### src/hw/rtl/zpba_pkg.sv
package zpba_pkg;

    // Field widths of the item, result and configuration words
    localparam int PG_W      = 12;
    localparam int END_W     = 13;
    localparam int CNT_W     = 7;
    localparam int CLS_W     = 2;
    localparam int KIND_W    = 2;
    localparam int ST_W      = 3;
    localparam int CFG_IDX_W = 2;
    localparam int CFG_DAT_W = 3;

    // Bitmap word geometry
    localparam int WORD_BITS = 64;
    localparam int BIT_W     = 6;

    // Zone loop counter, wide enough to step past the last zone
    localparam int ZCTR_W = 5;

    // Free takes at most this many pages minus one
    localparam int FREE_LIMIT = 64;

    // Parameter defaults
    localparam int PAGES_DEF   = 4096;
    localparam int ZONES_DEF   = 8;
    localparam int MAX_RUN_DEF = 64;

    // Configuration register indexes
    localparam logic [CFG_IDX_W-1:0] CFG_DMA_LAST    = 2'd0;
    localparam logic [CFG_IDX_W-1:0] CFG_NORMAL_LAST = 2'd1;

    typedef enum logic [KIND_W-1:0] {
        K_DEFINE  = 2'd0,
        K_ALLOC   = 2'd1,
        K_FREE    = 2'd2,
        K_RESERVE = 2'd3
    } kind_t;

    typedef enum logic [CLS_W-1:0] {
        CLS_DMA      = 2'd0,
        CLS_NORMAL   = 2'd1,
        CLS_UNMAPPED = 2'd2,
        CLS_INVALID  = 2'd3
    } cls_t;

    typedef enum logic [ST_W-1:0] {
        ST_OK        = 3'd0,
        ST_BAD_COUNT = 3'd1,
        ST_BAD_CLASS = 3'd2,
        ST_NO_SPACE  = 3'd3,
        ST_ZONE_ERR  = 3'd4
    } status_t;

    typedef enum logic [3:0] {
        BS_IDLE,
        BS_CLR_RD,
        BS_CLR_WR,
        BS_ZONE,
        BS_SCAN_RD,
        BS_SCAN,
        BS_MARK_RD,
        BS_MARK_LD,
        BS_MARK_BIT
    } bstate_t;

    // One classified request waiting for the back end
    typedef struct packed {
        kind_t              kind;
        status_t            pre;
        logic [PG_W-1:0]    page;
        logic [END_W-1:0]   end_page;
        logic [CNT_W-1:0]   count;
        cls_t               cls;
    } q_entry_t;

    typedef struct packed {
        logic     valid;
        q_entry_t entry;
    } q_link_t;

    typedef struct packed {
        logic [CFG_DAT_W-1:0] dma_last;
        logic [CFG_DAT_W-1:0] normal_last;
    } cfg_t;

endpackage

### src/hw/rtl/zpba_ifs.sv
interface zpba_item_if
    import zpba_pkg::*;
();
    logic              valid;
    logic              ready;
    logic [KIND_W-1:0] kind;
    logic [PG_W-1:0]   page_index;
    logic [END_W-1:0]  end_page;
    logic [CNT_W-1:0]  page_count;
    logic [CLS_W-1:0]  zone_class;

    modport source (output valid, kind, page_index, end_page, page_count, zone_class,
                    input ready);
    modport sink   (input valid, kind, page_index, end_page, page_count, zone_class,
                    output ready);
endinterface


### src/hw/rtl/zpba_front.sv
module zpba_front
    import zpba_pkg::*;
#(
    parameter int PAGES   = PAGES_DEF,
    parameter int MAX_RUN = MAX_RUN_DEF
) (
    input  logic        clk,
    input  logic        rst_n,
    zpba_item_if.sink   item,
    output q_link_t     head,
    input  logic        pop
);

    q_entry_t   q0_reg, q0_next;
    q_entry_t   q1_reg, q1_next;
    logic [1:0] cnt_reg, cnt_next;
    q_entry_t   cls_word;
    logic       push;

    assign item.ready = (cnt_reg != 2'd2);
    assign push       = item.valid && item.ready;

    // Classify the incoming word: checks that need no state
    always_comb
    begin
        cls_word.kind     = kind_t'(item.kind);
        cls_word.page     = item.page_index;
        cls_word.end_page = item.end_page;
        cls_word.count    = item.page_count;
        cls_word.cls      = cls_t'(item.zone_class);
        cls_word.pre      = ST_OK;
        unique case (kind_t'(item.kind))
            K_DEFINE:
            begin
                if (item.end_page <= {1'b0, item.page_index} ||
                    32'(item.end_page) > 32'(PAGES))
                begin
                    cls_word.pre = ST_ZONE_ERR;
                end
            end
            K_ALLOC:
            begin
                if (item.page_count == '0 || 32'(item.page_count) > 32'(MAX_RUN))
                begin
                    cls_word.pre = ST_BAD_COUNT;
                end
                else if (cls_t'(item.zone_class) == CLS_INVALID)
                begin
                    cls_word.pre = ST_BAD_CLASS;
                end
            end
            K_FREE:
            begin
                if (item.page_count == '0 || 32'(item.page_count) >= 32'(FREE_LIMIT))
                begin
                    cls_word.pre = ST_BAD_COUNT;
                end
            end
            K_RESERVE:
            begin
                if (item.page_count == '0 || 32'(item.page_count) > 32'(MAX_RUN))
                begin
                    cls_word.pre = ST_BAD_COUNT;
                end
            end
            default:
            begin
                cls_word.pre = ST_OK;
            end
        endcase
    end

    // Two-entry queue toward the back end
    always_comb
    begin
        logic [1:0] cnt_after;
        q0_next   = q0_reg;
        q1_next   = q1_reg;
        cnt_after = cnt_reg;
        if (pop)
        begin
            q0_next   = q1_reg;
            cnt_after = cnt_reg - 2'd1;
        end
        if (push)
        begin
            if (cnt_after == 2'd0)
            begin
                q0_next = cls_word;
            end
            else
            begin
                q1_next = cls_word;
            end
        end
        cnt_next = cnt_after + {1'b0, push};
    end

    always_ff @(posedge clk or negedge rst_n)
    begin
        if (!rst_n)
        begin
            cnt_reg <= 2'd0;
        end
        else
        begin
            cnt_reg <= cnt_next;
        end
    end

    always_ff @(posedge clk)
    begin
        q0_reg <= q0_next;
        q1_reg <= q1_next;
    end

    assign head.valid = (cnt_reg != 2'd0);
    assign head.entry = q0_reg;

endmodule

### src/flat_wrapper.sv
// flat-port wrapper written by rule: the top's interface ports become plain ports
module zpba_front_flat import zpba_pkg::*;
#(
    parameter int PAGES   = PAGES_DEF,
    parameter int MAX_RUN = MAX_RUN_DEF
)
  (clk, rst_n, head, pop, item_valid, item_kind, item_page_index, item_end_page, item_page_count, item_zone_class, item_ready);
  zpba_item_if item_i ();
  input  logic clk;
  input  logic rst_n;
  output q_link_t head;
  input  logic pop;
  input wire logic [$bits(item_i.valid)-1:0] item_valid;
  input wire logic [$bits(item_i.kind)-1:0] item_kind;
  input wire logic [$bits(item_i.page_index)-1:0] item_page_index;
  input wire logic [$bits(item_i.end_page)-1:0] item_end_page;
  input wire logic [$bits(item_i.page_count)-1:0] item_page_count;
  input wire logic [$bits(item_i.zone_class)-1:0] item_zone_class;
  output wire logic [$bits(item_i.ready)-1:0] item_ready;
  assign item_i.valid = item_valid;
  assign item_i.kind = item_kind;
  assign item_i.page_index = item_page_index;
  assign item_i.end_page = item_end_page;
  assign item_i.page_count = item_page_count;
  assign item_i.zone_class = item_zone_class;
  assign item_ready = item_i.ready;
  zpba_front #(.PAGES(PAGES), .MAX_RUN(MAX_RUN)) u_core (.clk(clk), .rst_n(rst_n), .item(item_i), .head(head), .pop(pop));
endmodule
### config.mk
export PLATFORM = sky130hd
export DESIGN_NAME = zpba_front_flat
export DESIGN_NICKNAME = d
export VERILOG_FILES = /design/src/hw/rtl/zpba_pkg.sv /design/src/hw/rtl/zpba_ifs.sv /design/src/hw/rtl/zpba_front.sv /design/src/flat_wrapper.sv
export SDC_FILE = /design/constraint.sdc
export NUM_CORES = 1
export LEC_CHECK = 0
export ABC_AREA = 1
export BUFFER_PORTS_ARGS = -buffer_cell sky130_fd_sc_hd__buf_2
export CAP_MARGIN = 25
export CELL_PAD_IN_SITES_DETAIL_PLACEMENT = 1
export CELL_PAD_IN_SITES_GLOBAL_PLACEMENT = 2
export CORE_AREA = 2 2 109 111
export DETAILED_ROUTE_END_ITERATION = 10
export DIE_AREA = 0 0 111 113
export GPL_ROUTABILITY_DRIVEN = 0
export PLACE_DENSITY = 0.89
export SLEW_MARGIN = 10
export SYNTH_ARGS = -nofsm -noshare
export SYNTH_HDL_FRONTEND = slang
export SYNTH_SLANG_ARGS = --single-unit
### constraint.sdc
create_clock -name clk -period 4.3 [get_ports clk]
set_input_delay 0.645 -clock clk [delete_from_list [all_inputs] [get_ports clk]]
set_output_delay 0.645 -clock clk [all_outputs]
set_load 0.03 [all_outputs]
==> run metrics <==
IO Pins=between 80 and 90; Slew @ Worst Pin=between 0.9 and 1 ns; cts bufs inserted=9; Clock Sinks=80; diode count=0; area grow syn2layout=21.99%; design area=around 4400 µm²; period utilisation layout=between 50% and 60%; fin util=39.41%; YS warnings=0; sequential share of the synthesized area=~55%; post-route ant nets=0; Max-slew headroom=39.13%; syn nets=around 440; Site Rows=39; full die area=roughly 13000 µm²; clk slew on worst S/H paths=about 0.060 ns; Max Cap Viol=0; GRT Total Usage=between 10% and 20%; startpoint types=flip-flop; WHS=0.09753 ns; Final Hold Viols=0; min-delay worst type=in2async; metal3 WL=425 µm; H-tree depth=3; CTS Buffer Depth=2; status=complete, no violations; crit path kind=reg2reg; number of synthesized flops with an enable pin=39; TritonCTS clock tree=yes; fill count=~1300; final count of negative-setup-slack endpoints=0; nets=518; total congestion overflow=0; ranking of synthesized cells by area=edfxtp_1 (32%), dfxtp_1 (21%), nand2_1 (9.2%), inv_1 (7.6%), o211ai_2 (6.2%); Yosys top cell area share=between 30% and 40%; post-CTS sizing=0; RSZ-0062 raised after global routing=false; uppermost layer routed=met5; DRT Wirelength=between 8000 and 9000 µm; Avg Vias per Cell=about 4.6; Slew Viols, Final=0; fmax=around 0.42 GHz; Die Y=about 110 µm; first-pass GRT wire length=about 14000 µm; Mapped Avg Cell Area=9.433 µm²; Pre-antenna DRT Iters=4; Pwr Total=~3.2 mW; hold buffer count at cts=0; # port buffers=80; Mapped Cells=just under 400; Worst EP arrival=2.39 ns; WL/cell=approximately 14 µm; crit end category=flip-flop; Unique masters post-synth=25; hpwl dp=between 6000 and 7000 µm; CP required=about 4.3 ns; flip-flop and latch area=around 2000 µm²; clock root cell=clkbuf_16; P per Cell Area=slightly above 700 nW/µm²; Setup TNS=0 ns; Initial Utilization=about a third; area of the multi-input gates=roughly 1300 µm²; initial antenna violation count=1; Die W=between 100 and 150 µm; synth cell count leaders=nand2_1 (89), inv_1 (74), dfxtp_1 (39), edfxtp_1 (39), o21ai_0 (32); instance area at placement=approximately 4100 µm²; most common cell in the netlist=nand2_1; vias=between 2000 and 3000; share of cells above drive strength 1=around 26%; Mapped Area=3641 µm²; Pleak=2.118 nW; Synth async-reset ratio=around 2.5%; commonest register cell after synthesis=edfxtp_1; worst skew pair latency=approximately 0.33 ns; wire length on met1=a little over 4000 µm; min cycle time layout=around 2.4 ns; buffers inserted by post-CTS timing repair=0; drc violations=0; DRT iter0 DRCs=57; number of global-route vias before repair=just under 3000; Peak VDD IR=between 300 and 400 µV; met2 WL=~4100 µm; largest net degree at the start of global routing=71; Core ar.=~11000 µm²; #FFs+latches synth=80; cell taking the most area after synthesis=edfxtp_1; Worst Skew=0.005992 ns; CP Max Fanout=26
[cells in the final DEF (no fill, tap or decap), drive strengths merged]
cell type	Yosys	routed
ha	15	15
buf	11	82
nand3	6	6
xnor2	2	2
mux2	1	1
nor3	1	1
clkbuf	5	13
mux2i	1	1
dfxtp	39	39
edfxtp	39	39
o21ai	54	54
dfrtp	2	2
nand2	90	90
a21oi	7	7
inv	75	75
bufinv	0	1
clkinv	0	2
nor2	16	16
o211ai	22	22
[report_power, final]
part	internal, mW	switching (mW)	leakage, nW
clock network	0.480	0.291	0.150
registers	1.13	0.150	0.720
logic	0.335	0.809	1.25
[cell families (layout without fill, tap and decap cells)]
logic type	Yosys count	count (layout)	synth area share [%]
mux	2	2	0.5842
flops	80	80	54.98
simple gates	113	113	12.41
buf+inv	91	173	10.69
xor+xnor	2	2	0.6875
fa+ha+maj	15	15	5.155
compound gates	83	83	15.50
[path summary, 6_finish.rpt]
path	from	slack [ns]	to	depth (start not counted)
max	u_core.cnt_reg[0]$_DFF_PN0_	1.93	u_core.q1_reg[23]$_DFFE_PP_	6
min	rst_n	0.1	u_core.cnt_reg[0]$_DFF_PN0_	1
max reg2reg	u_core.cnt_reg[0]$_DFF_PN0_	1.93	u_core.q1_reg[23]$_DFFE_PP_	6
min reg2reg	u_core.head[34]$_DFF_P_	0.50	u_core.head[34]$_DFF_P_	2
max in group asynchronous	rst_n	4.10	u_core.cnt_reg[1]$_DFF_PN0_	1
min in group clk	u_core.head[34]$_DFF_P_	0.50	u_core.head[34]$_DFF_P_	2
[through the flow]
step | instances | worst slack, ns
finish | 611 | 1.934
global route | 611 | 1.727
CTS | 611 | 1.846
detailed placement | 595 | 1.785
global placement | 595 | 1.838
floorplan | 386 | 0.8311
[cell type report]
type	count	area share, %
clock buffers	13	5.859
clock inverters	3	0.9014
inverters	75	6.394
multi-input cells	215	28.39
flip-flops and latches	80	45.07
well taps	143	4.028
repair buffers	82	9.352
[worst max-delay path, cell delays in order (launching register included)]
cell and delay, ns:
dfrtp_1 0.39, inv_1 0.08, ha_1 0.29, nand2_1 0.08, o21ai_2 0.10, a21oi_4 0.74
buf_4 0.37
[per-layer routing]
metal,vias up,global-route usage (%)
li1,1408,-
met1,1317,18.26
met2,65,24.50
met3,10,4.178
met4,2,3.917
met5,-,0
Note: power is estimated with default switching activity, not from simulation.
